**src/rtl/rmlr_pkg.sv**
```systemverilog
`default_nettype none

package rmlr_pkg;

    localparam int COLOR_BITS = 16;
    localparam int FIFO_DEPTH = 4;

    typedef enum logic {
        CMD_START   = 1'b0,
        CMD_ADVANCE = 1'b1
    } t_command;

    typedef enum logic {
        REG_SCREEN_MAX_X = 1'b0,
        REG_SCREEN_MAX_Y = 1'b1
    } t_reg_index;

endpackage

`default_nettype wire

```
**src/rtl/run_merged_line_rasterizer.sv**
```systemverilog
`default_nettype none

// channel   direction  handshake                    payload
// s_axis    in         s_axis_tvalid/s_axis_tready  tdata: x_begin y_begin x_end y_end color
//                                                   tuser: command
// m_axis    out        m_axis_tvalid/m_axis_tready  tdata: left right top bottom color
//                                                   tlast: last_run
// cfg       in         i_cfg_valid/o_cfg_ready      i_cfg_index, i_cfg_data
//
// One word per cycle in while s_axis_tready is high; one Bresenham step is done in the cycle the word is taken.
// Runs are registered in a four-entry result queue before they leave on m_axis.
// s_axis_tready is high while the queue has at least two free entries, so an advance that emits
// two runs always fits; one run per cycle out, while m_axis_tready is high, sets the rate.
// i_rst_n is synchronous: it empties the queue, drops any line and restores the maxima.

module run_merged_line_rasterizer
    import rmlr_pkg::*;
#(
    parameter int COORD_BITS = 12,
    localparam int DATA_BITS = ((4 * COORD_BITS + COLOR_BITS + 7) / 8) * 8
) (
    input  wire logic                  i_clk,
    input  wire logic                  i_rst_n,
    input  wire logic                  s_axis_tvalid,
    output logic                       s_axis_tready,
    // x_begin, y_begin, x_end, y_end, pixel_color (low to high)
    input  wire logic [DATA_BITS-1:0]  s_axis_tdata,
    // command
    input  wire logic                  s_axis_tuser,
    output logic                       m_axis_tvalid,
    input  wire logic                  m_axis_tready,
    // run_left, run_right, run_top, run_bottom, run_color (low to high)
    output logic [DATA_BITS-1:0]       m_axis_tdata,
    output logic                       m_axis_tlast,
    input  wire logic                  i_cfg_valid,
    output logic                       o_cfg_ready,
    input  wire logic                  i_cfg_index,
    input  wire logic [COORD_BITS-1:0] i_cfg_data
);

    localparam int CB       = COORD_BITS;
    localparam int ERR_BITS = COORD_BITS + 3;
    localparam int PTR_BITS = $clog2(FIFO_DEPTH);
    localparam int CNT_BITS = PTR_BITS + 1;
    localparam logic [CB-1:0] ONE         = CB'(1);
    localparam logic [CB-1:0] MAX_X_RESET = CB'(239);
    localparam logic [CB-1:0] MAX_Y_RESET = CB'(319);
    localparam logic [CNT_BITS-1:0] READY_LIMIT = CNT_BITS'(FIFO_DEPTH - 2);

    function automatic logic [DATA_BITS-1:0] pack_run(
        input logic [CB-1:0]         xa,
        input logic [CB-1:0]         xb,
        input logic [CB-1:0]         ya,
        input logic [CB-1:0]         yb,
        input logic [COLOR_BITS-1:0] color,
        input logic [CB-1:0]         max_x,
        input logic [CB-1:0]         max_y
    );
        logic [CB-1:0]        lo_x;
        logic [CB-1:0]        hi_x;
        logic [CB-1:0]        lo_y;
        logic [CB-1:0]        hi_y;
        logic [DATA_BITS-1:0] word;
        lo_x = (xa > xb) ? xb : xa;
        hi_x = (xa > xb) ? xa : xb;
        lo_y = (ya > yb) ? yb : ya;
        hi_y = (ya > yb) ? ya : yb;
        word = '0;
        word[0 +: CB]          = (lo_x > max_x) ? max_x : lo_x;
        word[CB +: CB]         = (hi_x > max_x) ? max_x : hi_x;
        word[2 * CB +: CB]     = (lo_y > max_y) ? max_y : lo_y;
        word[3 * CB +: CB]     = (hi_y > max_y) ? max_y : hi_y;
        word[4 * CB +: COLOR_BITS] = color;
        return word;
    endfunction

    logic [CB-1:0]              r_max_x;
    logic [CB-1:0]              r_max_y;
    logic [CB-1:0]              r_pos_x;
    logic [CB-1:0]              r_pos_y;
    logic [CB-1:0]              r_tgt_x;
    logic [CB-1:0]              r_tgt_y;
    logic [CB-1:0]              r_rs_x;
    logic [CB-1:0]              r_rs_y;
    logic signed [ERR_BITS-1:0] r_err;
    logic [CB-1:0]              r_dx;
    logic [CB-1:0]              r_dy;
    logic                       r_neg_x;
    logic                       r_neg_y;
    logic [COLOR_BITS-1:0]      r_color;
    logic                       r_active;

    logic [DATA_BITS-1:0]       r_fifo_data [FIFO_DEPTH];
    logic                       r_fifo_last [FIFO_DEPTH];
    logic [PTR_BITS-1:0]        r_wr_ptr;
    logic [PTR_BITS-1:0]        r_rd_ptr;
    logic [CNT_BITS-1:0]        r_count;

    logic [CB-1:0]              in_xb;
    logic [CB-1:0]              in_yb;
    logic [CB-1:0]              in_xe;
    logic [CB-1:0]              in_ye;
    logic [COLOR_BITS-1:0]      in_color;
    logic [CB-1:0]              st_dx;
    logic [CB-1:0]              st_dy;

    logic                       accept;
    logic                       is_start;
    logic                       advance;
    logic                       pop;
    logic                       open_run;
    logic [CB-1:0]              back_x;
    logic [CB-1:0]              back_y;
    logic [CB-1:0]              fwd_x;
    logic [CB-1:0]              fwd_y;
    logic [CB-1:0]              rs_x_cur;
    logic [CB-1:0]              rs_y_cur;
    logic signed [ERR_BITS:0]   e2;
    logic signed [ERR_BITS:0]   dx_s;
    logic signed [ERR_BITS:0]   dy_neg;
    logic                       cx;
    logic                       cy;
    logic                       fin_x;
    logic                       fin_y;
    logic                       finish;
    logic                       step_x;
    logic                       step_y;
    logic [CB-1:0]              n_pos_x;
    logic [CB-1:0]              n_pos_y;
    logic signed [ERR_BITS-1:0] n_err;
    logic [DATA_BITS-1:0]       run_open;
    logic [DATA_BITS-1:0]       run_fin;
    logic                       push0;
    logic                       push1;
    logic [DATA_BITS-1:0]       data0;
    logic                       last0;

    assign in_xb    = s_axis_tdata[0 +: CB];
    assign in_yb    = s_axis_tdata[CB +: CB];
    assign in_xe    = s_axis_tdata[2 * CB +: CB];
    assign in_ye    = s_axis_tdata[3 * CB +: CB];
    assign in_color = s_axis_tdata[4 * CB +: COLOR_BITS];
    assign st_dx    = (in_xe > in_xb) ? (in_xe - in_xb) : (in_xb - in_xe);
    assign st_dy    = (in_ye > in_yb) ? (in_ye - in_yb) : (in_yb - in_ye);

    assign s_axis_tready = (r_count <= READY_LIMIT);
    assign accept        = s_axis_tvalid && s_axis_tready;
    assign is_start      = (s_axis_tuser == CMD_START);
    assign advance       = accept && !is_start && r_active;

    assign open_run = (r_rs_x != r_pos_x) && (r_rs_y != r_pos_y);
    assign back_x   = r_neg_x ? (r_pos_x + ONE) : (r_pos_x - ONE);
    assign back_y   = r_neg_y ? (r_pos_y + ONE) : (r_pos_y - ONE);
    assign fwd_x    = r_neg_x ? (r_pos_x - ONE) : (r_pos_x + ONE);
    assign fwd_y    = r_neg_y ? (r_pos_y - ONE) : (r_pos_y + ONE);
    assign rs_x_cur = open_run ? r_pos_x : r_rs_x;
    assign rs_y_cur = open_run ? r_pos_y : r_rs_y;

    assign e2     = {r_err, 1'b0};
    assign dx_s   = $signed({{(ERR_BITS + 1 - CB){1'b0}}, r_dx});
    assign dy_neg = -$signed({{(ERR_BITS + 1 - CB){1'b0}}, r_dy});
    assign cx     = (e2 >= dy_neg);
    assign cy     = (e2 <= dx_s);
    assign fin_x  = cx && (r_pos_x == r_tgt_x);
    assign step_x = cx && !fin_x;
    assign fin_y  = !fin_x && cy && (r_pos_y == r_tgt_y);
    assign step_y = !fin_x && cy && !fin_y;
    assign finish = fin_x || fin_y;

    assign n_pos_x = step_x ? fwd_x : r_pos_x;
    assign n_pos_y = step_y ? fwd_y : r_pos_y;
    assign n_err   = r_err
                   + (step_x ? dy_neg[ERR_BITS-1:0] : '0)
                   + (step_y ? dx_s[ERR_BITS-1:0] : '0);

    assign run_open = pack_run(r_rs_x, back_x, r_rs_y, back_y, r_color, r_max_x, r_max_y);
    assign run_fin  = pack_run(rs_x_cur, n_pos_x, rs_y_cur, r_pos_y, r_color,
                               r_max_x, r_max_y);

    assign push0 = advance && (open_run || finish);
    assign push1 = advance && open_run && finish;
    assign data0 = open_run ? run_open : run_fin;
    assign last0 = !open_run;

    assign m_axis_tvalid = (r_count != '0);
    assign m_axis_tdata  = r_fifo_data[r_rd_ptr];
    assign m_axis_tlast  = r_fifo_last[r_rd_ptr];
    assign pop           = m_axis_tvalid && m_axis_tready;
    assign o_cfg_ready   = 1'b1;

    always_ff @(posedge i_clk) begin
        if (!i_rst_n) begin
            r_active <= 1'b0;
            r_max_x  <= MAX_X_RESET;
            r_max_y  <= MAX_Y_RESET;
            r_wr_ptr <= '0;
            r_rd_ptr <= '0;
            r_count  <= '0;
        end else begin
            if (i_cfg_valid && o_cfg_ready) begin
                if (i_cfg_index == REG_SCREEN_MAX_X) begin
                    r_max_x <= i_cfg_data;
                end else begin
                    r_max_y <= i_cfg_data;
                end
            end
            if (accept && is_start) begin
                r_active <= 1'b1;
            end else if (advance && finish) begin
                r_active <= 1'b0;
            end
            r_wr_ptr <= r_wr_ptr + PTR_BITS'(push0) + PTR_BITS'(push1);
            r_rd_ptr <= r_rd_ptr + PTR_BITS'(pop);
            r_count  <= r_count + CNT_BITS'(push0) + CNT_BITS'(push1) - CNT_BITS'(pop);
        end
    end

    always_ff @(posedge i_clk) begin
        if (accept && is_start) begin
            r_pos_x <= in_xb;
            r_pos_y <= in_yb;
            r_tgt_x <= in_xe;
            r_tgt_y <= in_ye;
            r_rs_x  <= in_xb;
            r_rs_y  <= in_yb;
            r_dx    <= st_dx;
            r_dy    <= st_dy;
            r_neg_x <= !(in_xb < in_xe);
            r_neg_y <= !(in_yb < in_ye);
            r_err   <= $signed({{(ERR_BITS - CB){1'b0}}, st_dx})
                     - $signed({{(ERR_BITS - CB){1'b0}}, st_dy});
            r_color <= in_color;
        end else if (advance) begin
            r_rs_x  <= rs_x_cur;
            r_rs_y  <= rs_y_cur;
            r_pos_x <= n_pos_x;
            r_pos_y <= n_pos_y;
            r_err   <= n_err;
        end
    end

    always_ff @(posedge i_clk) begin
        if (push0) begin
            r_fifo_data[r_wr_ptr] <= data0;
            r_fifo_last[r_wr_ptr] <= last0;
        end
        if (push1) begin
            r_fifo_data[r_wr_ptr + PTR_BITS'(1)] <= run_fin;
            r_fifo_last[r_wr_ptr + PTR_BITS'(1)] <= 1'b1;
        end
    end

endmodule

`default_nettype wire

```
**config.mk**
```make
export PLATFORM = sky130hd
export DESIGN_NAME = run_merged_line_rasterizer
export DESIGN_NICKNAME = d
export VERILOG_FILES = /design/src/rtl/rmlr_pkg.sv /design/src/rtl/run_merged_line_rasterizer.sv
export SDC_FILE = /design/constraint.sdc
export NUM_CORES = 1
export LEC_CHECK = 0
export ABC_AREA = 1
export BUFFER_PORTS_ARGS = -buffer_cell sky130_fd_sc_hd__buf_4
export CAP_MARGIN = 15
export CORE_MARGIN = 4
export CORE_UTILIZATION = 34
export DETAILED_ROUTE_END_ITERATION = 8
export SKIP_CTS_REPAIR_TIMING = 1
export SLEW_MARGIN = 20
export SYNTH_ARGS = -nofsm -noshare
export SYNTH_HDL_FRONTEND = slang
export SYNTH_SLANG_ARGS = --single-unit
```
**constraint.sdc**
```tcl
create_clock -name i_clk -period 7.7 [get_ports i_clk]
set_input_delay 0.385 -clock i_clk [delete_from_list [all_inputs] [get_ports i_clk]]
set_output_delay 0.385 -clock i_clk [all_outputs]
set_load 0.01 [all_outputs]
```
; Word-level counts from Yosys, hierarchy flattened
; Memory sizes are Yosys's and may differ from the RTL's. A register that Yosys moved wholly into a read port is not among the register bits.
; Index checks and enable logic that the tools add are counted.
[word_totals]
ram_bits = 260
word_cells = 140
out_inout_bits = 68
regBits = 161
input_bits = 83
memories = 2
[mem_list]
columns = memory, words, width, read_ports, rd_ports_with_merged_regs, wr, line_no
row1 = r_fifo_data, 4, 64, 1, 1, 2, run_merged_line_rasterizer.sv:93  ; logic [DATA_BITS-1:0] r_fifo_data [FIFO_DEPTH];
row2 = r_fifo_last, 4, 1, 1, 1, 2, run_merged_line_rasterizer.sv:94  ; logic r_fifo_last [FIFO_DEPTH];
[op_classes]
mux = 47
addsub = 19
bitwise = 2
reduce_logical = 29
order_cmp = 19
n_eq_ne = 4
[op_table]
columns = op, n
row1 = $mux 12, 35
row2 = $gt 12x12->1, 14
row3 = $mux 48, 1
row4 = $sub 12x12->12, 4
row5 = $mux 15, 3
row6 = $add 12x1->12 const B, 2
row7 = $eq 12x12->1, 2
row8 = $lt 12x12->1, 2
row9 = $ne 12x12->1, 2
row10 = $sub 12x1->12 const B, 2
row11 = $ge 16x16->1, 1
row12 = $le 16x13->1, 1
row13 = $neg 12->16, 1
row14 = $add 15x12->15, 1
row15 = $add 15x15->15, 1
row16 = $logic_and 1x1->1, 15
row17 = $sub 12x12->13, 1
row18 = $add 2x1->2, 3
row19 = $add 3x1->3, 2
row20 = $mux 1, 6
row21 = $reduce_and 2->1, 3
row22 = $reduce_bool 2->1, 3
row23 = $logic_not 1->1, 5
row24 = $mux 2, 2
row25 = 6 further kinds, 8

; Depth between registers and ports, before layout
; Gate-level depths: netlist of run 1.
[logic_depth]
depth_word = 12
depth_mapped = 51
mapped_depth_nobuf = 49

; Worst setup path before layout of run 1
; OpenSTA, ideal clock, no wires.
[synth_path]
path_type = register -> register
from = register r_dy[2]
to = memory r_fifo_data[3][23] in the netlist's numbering, data pin
t_required_ns = 7.447
setup_slack_ns = 1.326
arrival_time_ns = 6.121
setup_time_ns = 0.253
stages_incl_launch_ff = 48
path_buffers = 2
period_less_slack_ns = 6.374
cell_sequence = edfxtp_1 -> nor3_1 -> inv_1 -> nor3_1 -> nor3b_1 -> nand3b_1 -> nor2_1 -> nand2_1 -> xnor2_1 -> ha_1 -> nand2_1 -> inv_1 -> nand2_1 -> a21oi_1 -> nor2_1 -> nand2_1 -> nand2_1 -> nand3_1 -> [12 not listed] -> nand2_4 -> buf_8 -> nand2_1 -> and2_1 -> ha_1 -> inv_1 -> a21oi_1 -> o31ai_1 -> nand3_1 -> o2111ai_1 -> nand2_1 -> inv_1 -> clkbuf_1 -> nand2_1 -> nand3_1 -> nand2_1 -> nand2_1 -> nand2_1
[synth_lines]
columns = element, line_no
row1 = "start, declared", run_merged_line_rasterizer.sv:87  ; logic [CB-1:0] r_dy;
row2 = "start signal, assigned", run_merged_line_rasterizer.sv:227  ; r_dy <= st_dy;
row3 = "end, declared", run_merged_line_rasterizer.sv:93

==> results of run 1 <==
-- cells by family (layout without fill, tap and decap cells) --
logic type               Yosys count  in the layout  share of synthesized area
other                              1              2                  0.0001247
flip-flops                       421            421                     0.4084
buffers and inverters            495            672                    0.06486
XOR/XNOR                         104            104                    0.03029
AND/OR/NAND/NOR                 1510           1510                     0.2159
multiplexers                       4              4                   0.001331
AO/OA/AOI/OAI                    888            888                     0.1607
adder cells (fa/ha/maj)          272            272                     0.1184
-- critical path: cells and delay by family (launching register included) --
family                     cells  cell delay, ns
adders and majority gates      3            0.90
AOI/OAI and AO/OA              4            0.63
DFF                            1            0.42
and+or+nand+nor               29            3.51
xor gates and xnor gates       1            0.17
buffers and inverters          8            0.99
-- flip-flops by register name, indices dropped and copies added, names as in the netlist, 2 cells and up --
register	cells
r_err	15
r_wr_ptr	2
r_tgt_y	12
r_max_x	12
r_rd_ptr	2
r_max_y	12
r_color	16
r_dy	12
r_pos_y	12
r_pos_x	12
r_fifo_data	256
r_tgt_x	12
r_count	3
r_rs_y	12
r_rs_x	12
r_dx	12
r_fifo_last	4
-- power groups by stage --
stage,logic (uW),registers [uW],clock network (uW)
2_1_floorplan,5750,3330,0
3_3_place_gp,7950,3450,0
3_5_place_dp,8070,3460,0
4_1_cts,8110,3410,2340
5_1_grt,9330,3440,2440
6_report,8260,3410,2290
-- worst paths after layout --
check	end	slack, ns	cells after the start
setup / recovery	r_fifo_data[0][20]	0.80	45
hold / removal	r_max_y[1]	0.01	3
setup reg to reg	r_fifo_data[0][20]	0.80	45
hold reg to reg	r_fifo_last[2]	0.46	2
-- area by class of cell --
class                      count  area (um2)
fill                        8884       52720
timing repair buffer         259        2067
inverter                     323        1225
clock inverter                35       346.6
sequential                   421       12290
tap                         1155        1445
clock buffer                  55        1227
multi-input combinational   2779       15970
antenna                        1       2.502
-- routing by layer --
layer	vias up	GRT usage	wire length (um)
li1	13040	-	-
met1	12460	0.2728	42750
met2	936	0.3105	41930
met3	130	0.04112	7325
met4	2	0.05015	2109
met5	-	0	17
-- through the flow --
| stage | hold slack (ns) | area [um2] | setup WS (ns) | utilization |
|---|---|---|---|---|
| 2_1_floorplan | 0.4236 | 30070 | 1.326 | - |
| 3_3_place_gp | 0.4394 | 32510 | 0.08112 | 0.3724 |
| 3_5_place_dp | 0.4405 | 32520 | 0.08595 | 0.3725 |
| 4_1_cts | -0.08057 | 34090 | 0.02964 | 0.3906 |
| 5_1_grt | 0.004478 | 34570 | -0.01960 | 0.3960 |
| 6_report | 0.009740 | 34570 | 0.7985 | 0.3960 |
-- placed cells by master (no fill, tap or decap), drive strengths merged, types with 3 or more instances in the layout --
cell type,Yosys,routed
nand2,923,923
o21ai,550,550
edfxtp,385,385
inv,316,316
nor2,264,264
ha,251,251
nand3,224,224
buf,42,218
a21oi,164,164
xor2,76,76
o22ai,69,69
clkbuf,130,55
o211ai,47,47
dlygate4sd3,0,41
nand4,40,40
dfxtp,36,36
nor3,32,32
clkinv,7,31
xnor2,28,28
fa,21,21
or2,10,10
a211oi,9,9
o2111ai,9,9
a21o,7,7
clkinvlp,0,7
a31oi,7,7
a221oi,5,5
and2,5,5
o221ai,5,5
nand3b,4,4
mux2i,4,4
bufinv,0,4
nor4,4,4
o21a,3,3
==> qor.yml, run 1 <==
timing:
  report.final.slew_viol_count: 0
  min_period_ns: 6.901
  fin_skew_ns: 0.03437
  worstMarginPinSlew_ns: 1.046
  slew_headroom: 0.3026
  hold_viol_final: 0
  finalSetupViolations: 0
  period_share: 0.8963
  max_freq_mhz: 144.9
  fin_tns_setup_ns: 0
routing:
  routedWlPerCell_um: 18.72
  postRouteAntennaNets: 0
  drcViolationCount: 0
  routed_wl_um: 94130
  drt_iter0_markers: 1984
  viasPerCell: 5.283
  vias: 26560
  drt_pass1_iterations: 8
logic_synthesis:
  synth_edf_count: 385
  synth_ff_type: "edfxtp_1"
  synthCells: 3695
  synth_top_area_share: 0.3844
  synth_area_leaders: "edfxtp_1 38%, nand2_1 11%, ha_1 10%"
  synthMostInstantiatedCell: "nand2_1"
  yosysSeqAreaShare: 0.4084
  yosysTopAreaCell: "edfxtp_1"
  yosysUniqueCellTypes: 63
  syn_nets: 4050
  synth_area_um2: 30070
  yosys_warnings: 0
  async_flop_share: 0
  ys_ff_latch: 421
  syn_area_per_cell_um2: 8.139
  synthTopCellsByCount: "885 x nand2_1, 543 x o21ai_0, 385 x edfxtp_1, 300 x inv_1, 257 x nor2_1"
pwr:
  powerDensity_nw_per_um2: 403.9
  p_clk_frac: 0.164
  p_seq_frac: 0.245
  p_comb_frac: 0.592
  p_leak_uw: 0.01445
  report.power.total_uw: 13960
  internal_power_uw: 7227
  sw_frac_of_total: 0.4824
  irDropWorstVdd_mv: 0.2451
  p_switching_uw: 6735
layout:
  area_growth_syn_to_layout_pct: 14.96
  stdcell_count: 5028
  final_nets: 4187
  drive_gt1_frac: 0.1095
grt:
  overflow: 0
  grt_max_degree: 134
  grt_pass1_vias: 24760
  grt_use_total: 0.1956
  antenna_found_initial: 3
  grt_pass1_wl_um: 144800
clock_network:
  clock_latency_ns: 0.62
  clk_pin_slew_ns: 0.06
  htreeDepth: 2
  cts_tree: "built"
  cts_buffers: 48
  cts_sinks: 421
  cts_buffer_depth: 3
  cts_root_buf: "clkbuf_16"
floorplanning:
  rows: 108
  boundaryPins: 151
  fp.dieH_um: 305.4
  initial_core_util: 0.3445
  coreArea_um2: 87290
  die_x_um: 305.4
  fp.dieArea_um2: 93270
place:
  hpwl_um: 68270
  place_congestion: 0.9429
  portBuffers: 149
  placed_cells: 4896
hold_path:
  hold_path_class: "input port to flop"
  hp-start: "i_cfg_data[1]"
critical_path:
  cp_slowest_stage_delay_ns: 0.42
  critical_path.max_fanout: 18
  cpMostUsedCell: "nand2_1"
  reg2reg_from: "r_dy[1]"
  startpoint: "r_dy[1]"
  critPathKind: "flop to flop"
  crit_required_ns: 8.06
  critPathArrivalTime_ns: 7.26
  crit_path_start_kind: "flop"
  end_kind: "flop"
  cp_slowest_cell: "edfxtp_1"
flow_run:
  drv_cap: 0
outcome:
  status: "finished clean"
No activity file was read; power rests on OpenSTA's default activity.
==> run 2, diff against run 1 <==
--- a/config.mk
+++ b/config.mk
@@ -5,12 +5,12 @@
 export SDC_FILE = /design/constraint.sdc
 export NUM_CORES = 1
 export LEC_CHECK = 0
-export ABC_AREA = 1
 export BUFFER_PORTS_ARGS = -buffer_cell sky130_fd_sc_hd__buf_4
 export CAP_MARGIN = 15
 export CORE_MARGIN = 4
 export CORE_UTILIZATION = 34
 export DETAILED_ROUTE_END_ITERATION = 8
+export REMOVE_ABC_BUFFERS = 1
 export SKIP_CTS_REPAIR_TIMING = 1
 export SLEW_MARGIN = 20
 export SYNTH_ARGS = -nofsm -noshare
==> constraint.sdc (replaced) <==
create_clock -name i_clk -period 7.7 [get_ports i_clk]
set_input_delay 0.385 -clock i_clk [delete_from_list [all_inputs] [get_ports i_clk]]
set_output_delay 0.385 -clock i_clk [all_outputs]
set_load 0.005 [all_outputs]
==> qor.yml, run 2 <==
layout:
  layout_commonest_cell: "edfxtp_1"
  reg_top3: "r_fifo_data (256), r_color (16), r_err (15)"
  nFillCells: 8226  # -7.4%
  area_growth_syn_to_layout_pct: 19.23
  layout_common_cells: "385 x edfxtp_1, 285 x buf_4, 249 x ha_1"
  stdcell_count: 4198  # -17%
  multi_input_area_um2: 16310  # +2.2%
  fin_util: 0.4112  # +0.01522
  regMostFlops: "r_fifo_data"
  largest_reg_flops: 256  # unchanged
  final_nets: 3365  # -20%
  drive_gt1_frac: 0.1999  # +0.09043
  seq_area_um2: 12290  # about the same
flow_run:
  drv_cap: 0  # unchanged
floorplanning:
  initial_core_util: 0.3449  # +0.0004061
  coreArea_um2: 85820  # -1.7%
  fp.dieH_um: 303.1  # -0.77%
  rows: 107  # -0.93%
  die_x_um: 303.1  # -0.77%
  boundaryPins: 151  # unchanged
  fp.dieArea_um2: 91840  # -1.5%
critical_path:
  r2r_slack_ns: 0.18  # -0.62 ns
  cp-endpoint: "r_fifo_data[1][1]"
  critical_path.max_fanout: 6  # -12
  reg2reg_from: "r_dy[1]"
  crit_path_start_kind: "flop"
  crit_required_ns: 8.06  # about the same
  end_kind: "flop"
  cp_slowest_cell: "edfxtp_1"
  critPathKind: "flop to flop"
  startpoint: "r_dy[1]"
  critPathArrivalTime_ns: 7.88  # +0.62 ns
  cpMostUsedCell: "a21oi_2"
  cp_slowest_stage_delay_ns: 0.41  # about the same
  r2r-end: "r_fifo_data[1][1]"
  rr_worst_depth: 40  # -11%
timing:
  report.final.slew_viol_count: 0  # unchanged
  holdWs_ns: 0.01797  # +0.008233 ns
  fin_skew_ns: 0.04617  # +0.01181 ns
  min_period_ns: 7.522  # +0.6209 ns
  worstMarginPinSlew_ns: 0.9379  # -0.1083 ns
  finalSetupViolations: 0  # unchanged
  setup_slack_ns: 0.1776  # -0.6209 ns
  slew_headroom: 0.3748  # +0.07218
  max_freq_mhz: 132.9  # -8.3%
  hold_viol_final: 0  # unchanged
  period_share: 0.9769  # +0.08064
place:
  portBuffers: 149  # unchanged
  placed_cells: 4052  # -17%
  hpwl_um: 66060  # -3.2%
  place_congestion: 0.9253  # -1.9%
  pre_cts_slack_ns: -0.3340  # -0.4200 ns
clock_network:
  clock_latency_ns: 0.63  # about the same
  clk_pin_slew_ns: 0.07  # about the same
  cts_root_buf: "clkbuf_16"
  htreeDepth: 2  # unchanged
  cts_buffer_depth: 3  # unchanged
  cts_sinks: 421  # unchanged
  cts_buffers: 49  # +2.1%
  cts_tree: "built"
grt:
  grt_use_total: 0.1887  # -0.006909
  overflow: 0  # unchanged
  grt_max_degree: 72  # -46%
  grt_pass1_wl_um: 134500  # -7.1%
  grt_pass1_vias: 22100  # -11%
  antenna_found_initial: 5  # +2
logic_synthesis:
  synth_ff_type: "edfxtp_1"
  synth_edf_count: 385  # unchanged
  synthCells: 2767  # -25%
  yosysTopAreaCell: "edfxtp_1"
  synthTopCellsByCount: "385 x edfxtp_1, 251 x ha_1, 232 x nor2_1, 210 x inv_1, 164 x mux2i_1"
  synth_top_area_share: 0.3906  # +0.006159
  ys_ff_latch: 421  # unchanged
  async_flop_share: 0  # unchanged
  synth_area_leaders: "edfxtp_1 39%, ha_1 11%, mux2i_1 5.5%"
  syn_area_per_cell_um2: 10.70  # +31%
  yosys_warnings: 0  # unchanged
  synthMostInstantiatedCell: "edfxtp_1"
  synth_area_um2: 29600  # -1.6%
  yosysSeqAreaShare: 0.4149  # +0.006543
  yosysUniqueCellTypes: 72  # +14%
routing:
  drt_iter0_markers: 1979  # -0.25%
  vias: 22620  # -15%
  drcViolationCount: 0  # unchanged
  drt_pass1_iterations: 5  # -3
  postRouteAntennaNets: 0  # unchanged
  routed_wl_um: 88300  # -6.2%
  viasPerCell: 5.387  # +2.0%
  routedWlPerCell_um: 21.03  # +12%
hold_path:
  hold_path_class: "input port to flop"
  hold_path_depth: 3  # unchanged
pwr:
  p_leak_uw: 0.01422  # -1.5%
  irDropWorstVdd_mv: 0.2057  # -16%
  report.power.total_uw: 12900  # -7.6%
  powerDensity_nw_per_um2: 365.4  # -9.5%
outcome:
  status: "finished clean"
## run 2: cell families (layout without fill, tap and decap cells)
group,count (synthesis),after routing,share of synthesized area
AO/OA/AOI/OAI,590,590,0.1315
XOR/XNOR,141,141,0.04172
flip-flops,421,421,0.4149
adder cells (fa/ha/maj),272,272,0.1203
AND/OR/NAND/NOR,677,677,0.1084
other,1,4,0.0001267
buffers and inverters,355,639,0.04650
multiplexers,310,310,0.1365
## run 2: how the worst min path moves through the flow
stage	from	endpoint
CTS	s_axis_tdata[50]	r_color[2]
global placement	r_fifo_last[3]	r_fifo_last[3]
floorplan	r_fifo_last[3]	r_fifo_last[3]
global route	s_axis_tdata[24]	r_tgt_x[0]
detailed placement	r_fifo_last[3]	r_fifo_last[3]
finish	i_cfg_data[3]	r_max_y[3]
## run 2: final cells by class
| type | count | share of cell area |
|---|---|---|
| multi-input cells | 1991 | 0.4623 |
| flip-flops and latches | 421 | 0.3482 |
| repair buffers | 333 | 0.07562 |
| well taps | 1144 | 0.04056 |
| clock buffers | 57 | 0.03616 |
| inverters | 214 | 0.02283 |
| clock inverters | 35 | 0.01411 |
| diodes | 3 | 0.0002127 |
## run 2: layer usage
metal / global-route usage / share of wire / vias to the layer above
li1: - / - / 10780
met1: 0.2714 / 0.46 / 11080
met2: 0.3065 / 0.46 / 648
met3: 0.02161 / 0.052 / 105
met4: 0.04180 / 0.021 / 2
met5: 0 / 0.00010 / -
## run 2: worst max-delay path: cells and delay by family, from the launching register on
kind | cells | cell delay (ns)
AO/OA/AOI/OAI | 14 | 2.46
XOR/XNOR | 1 | 0.22
adder cells (fa/ha/maj) | 4 | 1.02
buffers and inverters | 4 | 0.61
flip-flops | 1 | 0.41
multiplexers | 3 | 0.64
AND/OR/NAND/NOR | 14 | 1.93
## run 2: where the power goes
group	leakage [uW]	internal (uW)	switching, uW	total [uW]
Combinational	0.00957	3120	3800	6930
Clock	0.000855	1520	1060	2570
Sequential	0.00380	3080	319	3400
Total	0.0142	7720	5180	12900
## run 2: stage by stage
stage | instance area [um2] | TNS [ns]
global route | 35290 | -6.418
detailed placement | 32680 | -6.629
finish | 35290 | 0
global placement | 32680 | -1.850
CTS | 34460 | -8.345
floorplan | 29030 | -173.78
